--- config.mk ---
export PLATFORM = sky130hd
export DESIGN_NAME = triangle_wave_channel
export DESIGN_NICKNAME = d
export VERILOG_FILES = /design/src/sv/twc_pkg.sv /design/src/sv/twc_core.sv /design/src/sv/triangle_wave_channel.sv
export SDC_FILE = /design/constraint.sdc
export NUM_CORES = 1
export LEC_CHECK = 0
export BUFFER_PORTS_ARGS = -buffer_cell sky130_fd_sc_hd__buf_2
export CAP_MARGIN = 0
export CORE_AREA = 4 4 89 91
export DETAILED_ROUTE_END_ITERATION = 6
export DIE_AREA = 0 0 93 95
export PLACE_DENSITY = 0.76
export SLEW_MARGIN = 5
export SYNTH_ARGS = -nofsm -noshare
export SYNTH_HDL_FRONTEND = slang
export SYNTH_SLANG_ARGS = --single-unit
--- constraint.sdc ---
create_clock -name clk -period 3.7 [get_ports clk]
set_input_delay 0.555 -clock clk [delete_from_list [all_inputs] [get_ports clk]]
set_output_delay 0.555 -clock clk [all_outputs]
set_load 0.005 [all_outputs]
--- src/sv/twc_pkg.sv ---
package twc_pkg;

	typedef enum logic [2:0] {
		OP_CONTROL  = 3'd0,
		OP_TIMER_LO = 3'd1,
		OP_LEN_HI   = 3'd2,
		OP_ENABLE   = 3'd3,
		OP_TIMER    = 3'd4,
		OP_QUARTER  = 3'd5,
		OP_HALF     = 3'd6
	} op_t;

	typedef struct packed {
		logic [3:0] sample;
		logic       length_active;
	} result_t;

	localparam logic [10:0] MIN_PERIOD = 11'd3;

	localparam logic [3:0] TRI_LEVELS [0:31] = '{
		4'd15, 4'd14, 4'd13, 4'd12, 4'd11, 4'd10, 4'd9, 4'd8,
		4'd7, 4'd6, 4'd5, 4'd4, 4'd3, 4'd2, 4'd1, 4'd0,
		4'd0, 4'd1, 4'd2, 4'd3, 4'd4, 4'd5, 4'd6, 4'd7,
		4'd8, 4'd9, 4'd10, 4'd11, 4'd12, 4'd13, 4'd14, 4'd15
	};

	localparam logic [7:0] LEN_LOADS [0:31] = '{
		8'd10, 8'd254, 8'd20, 8'd2, 8'd40, 8'd4, 8'd80, 8'd6,
		8'd160, 8'd8, 8'd60, 8'd10, 8'd14, 8'd12, 8'd26, 8'd14,
		8'd12, 8'd16, 8'd24, 8'd18, 8'd48, 8'd20, 8'd96, 8'd22,
		8'd192, 8'd24, 8'd72, 8'd26, 8'd16, 8'd28, 8'd32, 8'd30
	};

endpackage

--- src/sv/twc_core.sv ---
module twc_core (
	input  logic                 clk,
	input  logic                 arst_n,
	input  logic                 advance,
	input  logic [2:0]           opcode,
	input  logic [7:0]           data,
	output twc_pkg::result_t     result
);

	logic [10:0] period_q, period_n;
	logic [10:0] count_q, count_n;
	logic [7:0]  len_q, len_n;
	logic [6:0]  lin_reload_q, lin_reload_n;
	logic [6:0]  lin_q, lin_n;
	logic        reload_q, reload_n;
	logic        len_on_q, len_on_n;
	logic        on_q, on_n;
	logic [4:0]  step_q, step_n;

	always_comb begin
		period_n     = period_q;
		count_n      = count_q;
		len_n        = len_q;
		lin_reload_n = lin_reload_q;
		lin_n        = lin_q;
		reload_n     = reload_q;
		len_on_n     = len_on_q;
		on_n         = on_q;
		step_n       = step_q;
		unique case (twc_pkg::op_t'(opcode))
			twc_pkg::OP_CONTROL: begin
				lin_reload_n = data[6:0];
				len_on_n     = !data[7];
			end
			twc_pkg::OP_TIMER_LO: begin
				period_n = {period_q[10:8], data};
			end
			twc_pkg::OP_LEN_HI: begin
				period_n = {data[2:0], period_q[7:0]};
				count_n  = {data[2:0], period_q[7:0]};
				len_n    = twc_pkg::LEN_LOADS[data[7:3]];
				reload_n = 1'b1;
			end
			twc_pkg::OP_ENABLE: begin
				on_n = |data;
				if (~|data) begin
					len_n = 8'd0;
				end
			end
			twc_pkg::OP_TIMER: begin
				if (count_q == 11'd0) begin
					count_n = period_q;
					if (len_q != 8'd0 && lin_q != 7'd0) begin
						step_n = step_q + 5'd1;
					end
				end else begin
					count_n = count_q - 11'd1;
				end
			end
			twc_pkg::OP_QUARTER: begin
				if (reload_q) begin
					lin_n = lin_reload_q;
				end else if (lin_q != 7'd0) begin
					lin_n = lin_q - 7'd1;
				end
				if (len_on_q) begin
					reload_n = 1'b0;
				end
			end
			twc_pkg::OP_HALF: begin
				if (len_on_q && len_q != 8'd0) begin
					len_n = len_q - 8'd1;
				end
			end
			default: begin
			end
		endcase
	end

	// Report from the state as it stands after this transfer
	always_comb begin
		result.length_active = (len_n != 8'd0);
		if (on_n && period_n >= twc_pkg::MIN_PERIOD && len_n != 8'd0 && lin_n != 7'd0) begin
			result.sample = twc_pkg::TRI_LEVELS[step_n];
		end else begin
			result.sample = 4'd0;
		end
	end

	always_ff @(posedge clk or negedge arst_n) begin
		if (!arst_n) begin
			period_q     <= '0;
			count_q      <= '0;
			len_q        <= '0;
			lin_reload_q <= '0;
			lin_q        <= '0;
			reload_q     <= 1'b0;
			len_on_q     <= 1'b0;
			on_q         <= 1'b0;
			step_q       <= '0;
		end else if (advance) begin
			period_q     <= period_n;
			count_q      <= count_n;
			len_q        <= len_n;
			lin_reload_q <= lin_reload_n;
			lin_q        <= lin_n;
			reload_q     <= reload_n;
			len_on_q     <= len_on_n;
			on_q         <= on_n;
			step_q       <= step_n;
		end
	end

endmodule

--- src/sv/triangle_wave_channel.sv ---
// Triangle-wave sound channel. Every input transfer (a register write or a
// timer, quarter-frame or half-frame tick) yields exactly one result transfer
// carrying the 4-bit sample and the length-active flag as they stand after
// that item. One item is taken every cycle while the output side keeps up;
// each item passes from an input register through the channel state update
// into the result register. When the output is stalled, one item is held in
// the input register and one in the result register before in_stall rises.
module triangle_wave_channel (
	input  logic       clk,
	input  logic       arst_n,
	input  logic       in_valid,
	output logic       in_stall,
	input  logic [2:0] opcode,
	input  logic [7:0] data,
	output logic       out_valid,
	input  logic       out_stall,
	output logic [3:0] sample,
	output logic       length_active
);

	logic              valid_s1;
	logic [2:0]        opcode_s1;
	logic [7:0]        data_s1;
	logic              valid_s2;
	twc_pkg::result_t  result_s2;
	twc_pkg::result_t  result_next;
	logic              s2_free;
	logic              s1_free;
	logic              advance;

	assign s2_free  = !valid_s2 || !out_stall;
	assign s1_free  = !valid_s1 || s2_free;
	assign advance  = valid_s1 && s2_free;
	assign in_stall = !s1_free;

	twc_core u_core (
		.clk    (clk),
		.arst_n (arst_n),
		.advance(advance),
		.opcode (opcode_s1),
		.data   (data_s1),
		.result (result_next)
	);

	always_ff @(posedge clk or negedge arst_n) begin
		if (!arst_n) begin
			valid_s1 <= 1'b0;
			valid_s2 <= 1'b0;
		end else begin
			if (s1_free) begin
				valid_s1 <= in_valid;
			end
			if (s2_free) begin
				valid_s2 <= valid_s1;
			end
		end
	end

	// Payload: hold while the stage is occupied and blocked
	always_ff @(posedge clk) begin
		if (s1_free && in_valid) begin
			opcode_s1 <= opcode;
			data_s1   <= data;
		end
		if (advance) begin
			result_s2 <= result_next;
		end
	end

	assign out_valid     = valid_s2;
	assign sample        = result_s2.sample;
	assign length_active = result_s2.length_active;

endmodule

==> summary.txt, run 1 <==
Floorplanning
  • Core ar.: 7140 um^2
  • Die Wd: 93 um
  • Starting density of the core: 58.6%
  • Site Rows: 31
  • Die Area: 8840 um^2
  • Die Ht: 95 um
  • Top-level I/O count: 22

Final layout
  • Ant diodes: 0
  • Final Util: 63.6%
  • Area Growth Syn to Fin: 8.68%
  • Filler cells: 629
  • Most frequent cells in the layout: dfrtp_1, nand2_1, o21ai_0
  • Share of layout cells above drive strength 1: 14.9%
  • Most common cell after layout, fill and taps aside: dfrtp_1
  • Finished Layout Cells: 570
  • Nets: 493

Logic synthesis
  • Async SR Flop Fraction: 77.1%
  • Post-Synth Adder-Cell Area: 3.59%
  • Cells after Synth: 451
  • Main combinational cell family by area after synthesis: simple AND/OR/NAND/NOR gates
  • Post-synth cell types: 65
  • Synthesis warning total: 0
  • Synth Register Bits: 70
  • Mapped Area: 4180 um^2
  • Multiplexer share of the synthesized area: 5.63%
  • Syn Area/Cell: 9.27 um^2
  • Post-synthesis compound-gate area fraction: 19.0%
  • Post-synth EDFFs: 16
  • Ys flop type: dfrtp_1
  • Synth Net Count: 478
  • Synth Area in Simple Gates: 21.9%
  • Post-synthesis sequential area ratio: 43.8%
  • XOR/XNOR share of the synthesized area: 2.10%

Place
  • Port buffer count: 21
  • Cell count after placement: 554
  • Hpwl dp: 6.38 mm
  • Post-Place Worst Slack: 0.724 ns
  • GP Congestion: 0.967

Routing
  • Antenna violation net count after detailed routing: 0
  • Routed len/inst: 15.8 um
  • Vias: 3,431
  • DR iter-0 viols: 247
  • # DRC: 0
  • Final WL: 9.03 mm
  • 1st-pass router iterations: 5
  • DR vias/cell: 6.02

Timing
  • Skew final: 0.0110 ns
  • Final setup margin: 0.663 ns
  • Fin crit share: 82.1%
  • Worst slew pin tran: 0.962 ns
  • Max Clk Rate: 0.329 GHz
  • Minimum clock period: 3.04 ns
  • # setup viols final: 0
  • Unrepaired setup endpoints after global routing: false
  • Final Max Tran Viols: 0
  • Fin. Hold Viols: 0
  • Setup TNS: 0 ns
  • Slew HR: 35.4%
  • Min Hold Slack: 0.216 ns

CTS
  • Worst-Skew Late Latency: 0.35 ns
  • Sink Count: 70
  • Clk slew on worst S/H paths: 0.08 ns
  • Setup Buffers After CTS: 0
  • CTS tree: yes
  • Clock Path Buffers: 2
  • H-tree depth: 3
  • TritonCTS buffer count: 9
  • Post-CTS sizing: 0
  • Post-CTS Hold Fix Bufs: 0
  • Root Driver: clkbuf_8

Worst setup path
  • CP endpoint kind: register
  • Critical R2R Launch: u_core.count_q[0]
  • CP Max Fanout: 9
  • Req. time, crit path: 3.77 ns
  • Critical path arrival: 3.11 ns
  • CP startpoint kind: register
  • CP Class: register to register
  • Crit path launch: u_core.count_q[0]

Status
  • Status: completed

Global routing
  • Vias in the first global route: 3,292
  • Global-route wire length before repair: 15.5 mm
  • Initial antenna violation count: 0
  • Overall Global Routing Usage: 22.0%
  • Largest net degree at the start of global routing: 30
  • Grt total ovfl: 0

Power and ir drop
  • Pleak: 1.87 nW
  • Power Dens Cells: 590 nW/um^2
  • Peak VDD IR: 298 uV

Worst hold path
  • Hold crit path type: input port to asynchronous set/reset pin

Job
  • Max-cap violations: 0
==> final timing paths <==
check	to	depth (start not counted)	slack (ns)
setup / recovery	sample[3]	9	0.66
hold / removal	u_core.lin_q[2]	1	0.22
setup reg to reg	sample[3]	9	0.66
hold reg to reg	u_core.lin_reload_q[4]	2	0.49
max in group asynchronous	u_core.count_q[0]	2	2.68
min in group clk	data_s1[2]	1	0.38
==> per-stage QoR <==
| stage | power (mW) | cell area (um^2) |
|---|---|---|
| floorplan | 1.82 | 4180 |
| global placement | 2.02 | 4340 |
| detailed placement | 2.05 | 4340 |
| CTS | 2.68 | 4540 |
| global route | 2.88 | 4540 |
| finish | 2.68 | 4540 |
==> synthesized netlist by cell type (all sizes together) (2+ instances only) <==
master | count | area [um^2]
a22o | 2 | 18.8
mux2 | 18 | 203
o21ai | 43 | 215
a21oi | 32 | 160
o211ai | 4 | 30.0
and2 | 4 | 26.3
dfrtp | 54 | 1350
or3b | 2 | 17.5
nand2b | 12 | 75.1
a21o | 5 | 37.5
nand4 | 5 | 31.3
a32oi | 3 | 33.8
nor3 | 15 | 75.1
xor2 | 6 | 52.6
clkbuf | 13 | 48.8
nor2 | 33 | 124
o221ai | 2 | 17.5
and3b | 3 | 26.3
a211oi | 2 | 15.0
o22ai | 7 | 43.8
ha | 12 | 150
nand2 | 48 | 180
nor3b | 4 | 35.0
o31ai | 3 | 22.5
nor4b | 5 | 50.0
inv | 20 | 75.1
o32ai | 2 | 17.5
edfxtp | 16 | 480
buf | 7 | 42.5
a22oi | 3 | 22.5
a32o | 3 | 30.0
or3 | 2 | 17.5
and3 | 3 | 18.8
xnor2 | 4 | 35.0
nand3 | 13 | 65.1
a41oi | 2 | 17.5
nand3b | 4 | 30.0
nor2b | 5 | 31.3
nor4 | 5 | 37.5
a31oi | 8 | 50.1
or4 | 3 | 26.3
==> per-layer routing <==
metal / wire, um / part of all wire (%) / track usage (%)
met2: 4150 / 46 / 34.0
met3: 409 / 4.5 / 3.43
met5: 0 / 0 / 0
met1: 4300 / 48 / 31.0
met4: 172 / 1.9 / 9.28
==> power by group <==
| group | switching, mW | internal, mW |
|---|---|---|
| combinational | 0.438 | 0.368 |
| sequential | 0.233 | 1.00 |
| clock | 0.287 | 0.349 |
==> cell type report <==
type | instances | area (um^2) | share of cell area, %
clock buffers | 13 | 159 | 3.50
clock inverters | 3 | 43.8 | 0.964
inverters | 20 | 75.1 | 1.65
multi-input cells | 341 | 2180 | 48.0
flip-flops and latches | 70 | 1830 | 40.3
well taps | 99 | 124 | 2.73
repair buffers | 24 | 128 | 2.81
==> registers in the layout, indices dropped and copies added, names as in the netlist <==
register and flops:
u_core.count_q 11, u_core.period_q 11, data_s1 8, u_core.len_q 8
u_core.lin_q 7, u_core.lin_reload_q 7, u_core.step_q 5, sample 4
opcode_s1 3, length_active 1, out_valid 1, u_core.len_on_q 1
u_core.on_q 1, u_core.reload_q 1, valid_s1 1
==> logic make-up after synthesis <==
| kind of cell | Yosys count |
|---|---|
| and+or+nand+nor | 171 |
| AOI/OAI and AO/OA | 128 |
| DFF | 70 |
| buffers and inverters | 40 |
| muxes | 20 |
| adders and majority gates | 12 |
| xor gates and xnor gates | 10 |
==> worst max-delay path, cell delays in order (launching register included) <==
cell,delay [ns]
dfrtp_1,0.38
inv_1,0.09
ha_1,0.19
nor4b_1,0.49
nand3_1,0.29
nor4b_2,0.68
a41oi_1,0.21
a31oi_1,0.22
xor2_1,0.16
nor3_1,0.06
(Power assumes the default switching activity.)
==> run 2, diff against run 1 <==
- CORE_AREA: 4 4 89 91 -> 4 4 92 94
- DIE_AREA: 0 0 93 95 -> 0 0 96 98
- PLACE_DENSITY: 0.76 -> 0.74
- clock period: 3.7 -> 2.55 ns (I/O delays scaled with it)
==> summary.txt, run 2 (synthesis results as in run 1) <==
CTS
  • Root Driver: clkbuf_8
  • Sink Count: 70
  • Worst-Skew Late Latency: 0.35 ns
  • Clk slew on worst S/H paths: 0.07 ns
  • Clock Path Buffers: 2
  • CTS tree: yes
  • TritonCTS buffer count: 9
  • H-tree depth: 3

Timing
  • Slew HR: 60.3%
  • Setup TNS: -0.000540 ns
  • Unrepaired setup endpoints after global routing: true
  • # setup viols final: 1
  • Max Clk Rate: 0.392 GHz
  • Final Max Tran Viols: 0
  • Worst slew pin tran: 0.596 ns
  • Fin crit share: 100%
  • Skew final: 0.00837 ns
  • Fin. Hold Viols: 0
  • Minimum clock period: 2.55 ns
  • Final setup margin: -0.000540 ns

Final layout
  • Most frequent cells in the layout: dfrtp_1, nand2_1, o21ai_0, buf_4, nor2_1
  • Ant diodes: 0
  • Most common cell after layout, fill and taps aside: dfrtp_1
  • Share of layout cells above drive strength 1: 22.7%
  • Final Util: 64.1%
  • Finished Layout Cells: 612
  • Area Growth Syn to Fin: 17.4%
  • Biggest regs: u_core.count_q (11), u_core.period_q (11)
  • Nets: 532

Worst setup path
  • CP endpoint kind: register
  • Worst Reg-to-Reg Cells: 8
  • Critical path arrival: 2.65 ns
  • Crit-path leading delay family: simple AND/OR/NAND/NOR gates
  • Critical R2R Launch: u_core.len_q[5]
  • CP Max Fanout: 5
  • Crit-path most repeated cell: nand4_1
  • CP max stage delay: 0.52 ns
  • Worst reg2reg path endpoint: sample[0]
  • Buffers & Inverters on Critical Path: 1
  • CP startpoint kind: register
  • Cells along the critical path: or4_4 -> or3_4 -> buf_4 -> nand4_1 -> nand4_1 -> nor4_4 -> and4_4 -> nor3_1
  • R2r setup slk: -0.0005 ns
  • CP Class: register to register
  • CP max stage cell: or4_4
  • Req. time, crit path: 2.65 ns

Global routing
  • Initial antenna violation count: 0
  • Global-route wire length before repair: 16.5 mm
  • Grt total ovfl: 0
  • Vias in the first global route: 3,419
  • Overall Global Routing Usage: 22.1%
  • Largest net degree at the start of global routing: 24

Status
  • Status: complete, but fails checks
  • Failing checks: setup timing

Floorplanning
  • Starting density of the core: 54.6%
  • Die Wd: 96 um
  • Die Area: 9410 um^2
  • Die Ht: 98 um
  • Site Rows: 32
  • Core ar.: 7650 um^2
  • Top-level I/O count: 22

Routing
  • Final WL: 9.63 mm
  • # DRC: 0
  • Routed len/inst: 15.7 um
  • Vias: 3,591
  • DR vias/cell: 5.87
  • DR iter-0 viols: 260
  • Antenna violation net count after detailed routing: 0
  • 1st-pass router iterations: 4

Worst hold path
  • Hold crit path type: input port to register
  • Hold EP: data_s1[7]
  • Worst hold stages: 1
  • Min-delay src: data[7]

Power and ir drop
  • Peak VDD IR: 463 uV
  • Pleak: 2.10 nW
  • Final Power: 4.20 mW
  • Power Dens Cells: 856 nW/um^2

Place
  • Hpwl dp: 7.07 mm
  • Cell count after placement: 591
  • Post-Place Worst Slack: -0.0499 ns
  • GP Congestion: 0.923
  • Port buffer count: 21

Job
  • Max-cap violations: 0
-- run 2: timing repair --
item	in CTS	in global routing
cloned	0	0
setup buffers	1	3
setup endpoints to repair	5	8
endpoints found under the hold margin	10	0
gates resized for setup	4	7
pin swaps	2	6
hold buffers	1	0
-- run 2: layout make-up --
class,instances,area (um^2)
multi-input combinational,341,2240
sequential,70,1830
clock buffer,13,169
tap,102,128
timing repair buffer,63,423
fill,641,2740
clock inverter,3,41.3
inverter,20,75.1
-- run 2: where the power goes --
group / total, mW / leakage, nW / internal [mW] / switching [mW]
Sequential: 1.76 / 0.823 / 1.46 / 0.300
Combinational: 1.49 / 1.17 / 0.721 / 0.767
Clock: 0.956 / 0.110 / 0.532 / 0.424
-- run 2: per-stage QoR --
| stage | cell area (um^2) | hold WS, ns |
|---|---|---|
| after floorplan | 4180 | 0.0869 |
| after global placement | 4600 | 0.285 |
| after detailed placement | 4600 | 0.277 |
| after CTS | 4850 | 0.196 |
| after global routing | 4900 | 0.193 |
| final | 4900 | 0.207 |
-- run 2: worst max-delay path by stage --
stage,from,endpoint,slack [ns],cells past startpoint
floorplan,u_core.count_q[0],sample[3],0.04,9
detailed placement,u_core.count_q[0],sample[3],-0.05,11
global route,u_core.len_q[5],sample[0],-0.14,7
finish,u_core.len_q[5],sample[0],-0.0005,8
CTS,data_s1[3],sample[0],0.001,8
global placement,u_core.count_q[0],sample[3],-0.06,11
-- run 2: layer usage --
layer	GRT usage, %	vias to the layer above	part of all wire (%)	wire length (um)
li1	-	1769	-	-
met1	31.2	1681	46	4470
met2	33.5	112	46	4470
met3	4.55	29	4.6	443
met4	7.99	0	2.6	252
met5	0	-	0	0
==> run 3, diff against run 2 <==
- CORE_AREA: 4 4 92 94 -> 4 4 102 85
- DIE_AREA: 0 0 96 98 -> 0 0 106 89
==> summary.txt, run 3 (synthesis results as in run 1) <==
Power and ir drop
  • Clock power share: 23.1%
  • Comb power frac: 34.7%
  • Cell internal pwr: 2.70 mW
  • Net Sw Frac: 35.3%
  • Pleak: 2.08 nW
  • Final Power: 4.18 mW
  • Power Dens Cells: 857 nW/um^2
  • NetSw: 1.48 mW
  • Reg power frac: 42.2%
  • Peak VDD IR: 641 uV

Worst setup path
  • Critical R2R Launch: u_core.len_q[2]
  • CP startpoint kind: register
  • R2r setup slk: 0.002 ns
  • CP Class: register to register
  • CP endpoint kind: register
  • Req. time, crit path: 2.64 ns
  • Worst reg2reg path endpoint: sample[0]
  • CP Max Fanout: 5
  • Worst Reg-to-Reg Cells: 7
  • Critical path arrival: 2.64 ns

Global routing
  • Initial antenna violation count: 0
  • Vias in the first global route: 3,408
  • Grt total ovfl: 0
  • Overall Global Routing Usage: 22.1%
  • Largest net degree at the start of global routing: 30
  • Global-route wire length before repair: 16.5 mm

Place
  • Hpwl dp: 7.23 mm
  • Placed Area: 4610 um^2
  • Port buffer count: 21
  • GP Congestion: 0.937

Routing
  • Top Metal Used: met4
  • Routed wl met3: 741 um
  • Wl on met1: 4.52 mm
  • WL met2: 4.44 mm
  • Routed len/inst: 16.0 um
  • Vias: 3,686
  • # DRC: 0
  • Final WL: 9.86 mm
  • Antenna violation net count after detailed routing: 0
  • DR iter-0 viols: 339
  • 1st-pass router iterations: 7
  • DR vias/cell: 5.97

CTS
  • Worst-Skew Late Latency: 0.34 ns
  • Sink Count: 70
  • Root Driver: clkbuf_8
  • Clk slew on worst S/H paths: 0.08 ns
  • TritonCTS buffer count: 9
  • Clock Path Buffers: 2
  • CTS tree: yes
  • H-tree depth: 3

Final layout
  • Post-route cell area: 4870 um^2
  • Ant diodes: 0
  • Share of layout cells above drive strength 1: 22.0%
  • Biggest regs: u_core.count_q (11), u_core.period_q (11)
  • Area Growth Syn to Fin: 16.6%
  • Most frequent cells in the layout: dfrtp_1, nand2_1, buf_4
  • Most common cell after layout, fill and taps aside: dfrtp_1
  • Nets: 531
  • Final Util: 63.4%

Timing
  • Max Clk Rate: 0.392 GHz
  • Unrepaired setup endpoints after global routing: true
  • Min Hold Slack: 0.0716 ns
  • Fin crit share: 99.9%
  • Skew final: 0.00616 ns
  • Final Max Tran Viols: 0
  • Minimum clock period: 2.55 ns
  • Fin. Hold Viols: 0
  • # setup viols final: 0
  • Worst slew pin tran: 0.962 ns
  • Slew HR: 35.4%

Status
  • Status: completed

Worst hold path
  • Hold crit path type: input port to asynchronous set/reset pin

Floorplanning
  • Top-level I/O count: 22
  • Core ar.: 7690 um^2
  • Starting density of the core: 54.3%
  • Site Rows: 29
  • Die Ht: 89 um
  • Die Area: 9430 um^2
  • Die Wd: 106 um

Job
  • Max-cap violations: 0
-- run 3: changes by cell type in the layout (fill, tap and decap cells not counted), sizes merged --
cell         change
inv              -1
clkinv           +3
dlygate4sd3      -1
bufinv           +1
clkbuf           -3
-- run 3: what timing repair did --
item / CTS / global route
setup endpoints to repair: 5 / 5
hold buffers: 0 / 0
pin swaps: 2 / 5
gates resized for setup: 0 / 6
buffers inserted: 0 / 3
-- run 3: final cells by class --
class	count	area, um^2
timing repair buffer	62	413
inverter	20	75.1
fill	650	2820
clock inverter	6	86.3
tap	108	135
sequential	70	1830
clock buffer	10	128
multi-input combinational	341	2210
-- run 3: how the worst max path moves through the flow --
stage	end	depth (start not counted)	slack (ns)	startpoint
after floorplan	sample[3]	9	0.04	u_core.count_q[0]
after global placement	sample[0]	7	0.05	u_core.len_q[2]
after detailed placement	sample[0]	7	-0.01	u_core.len_q[2]
after CTS	sample[0]	10	0.01	u_core.lin_q[0]
after global routing	sample[0]	7	-0.07	u_core.len_q[2]
final	sample[0]	7	0.002	u_core.len_q[2]
-- run 3: layer usage --
metal	up-vias	GRT usage [%]
li1	1763	-
met1	1736	30.3
met2	168	34.8
met3	19	5.49
met4	0	7.41
met5	-	0
-- run 3: through the flow --
stage	setup slack (ns)	std cells	TNS (ns)
after floorplan	0.0369	451	0
after global placement	0.0471	598	0
after detailed placement	-0.0100	598	-0.0292
after CTS	0.0109	614	0
after global routing	-0.0708	617	-0.295
final	0.00202	617	0
-- run 3: critical path, stage by stage, from the launching register on --
cell	delay, ns
dfrtp_1	0.38
or4_4	0.54
or3_4	0.37
a32oi_2	0.21
nand4_1	0.13
nor4_2	0.31
and4_4	0.30
nor3_1	0.06
-- run 3: power by group through the flow --
stage               registers [mW]  logic (mW)  clock network [mW]
floorplan                     1.68       0.958                   0
global placement              1.75        1.37                   0
detailed placement            1.77        1.39                   0
CTS                           1.75        1.40               0.988
global route                  1.81        1.62                1.05
finish                        1.77        1.45               0.964
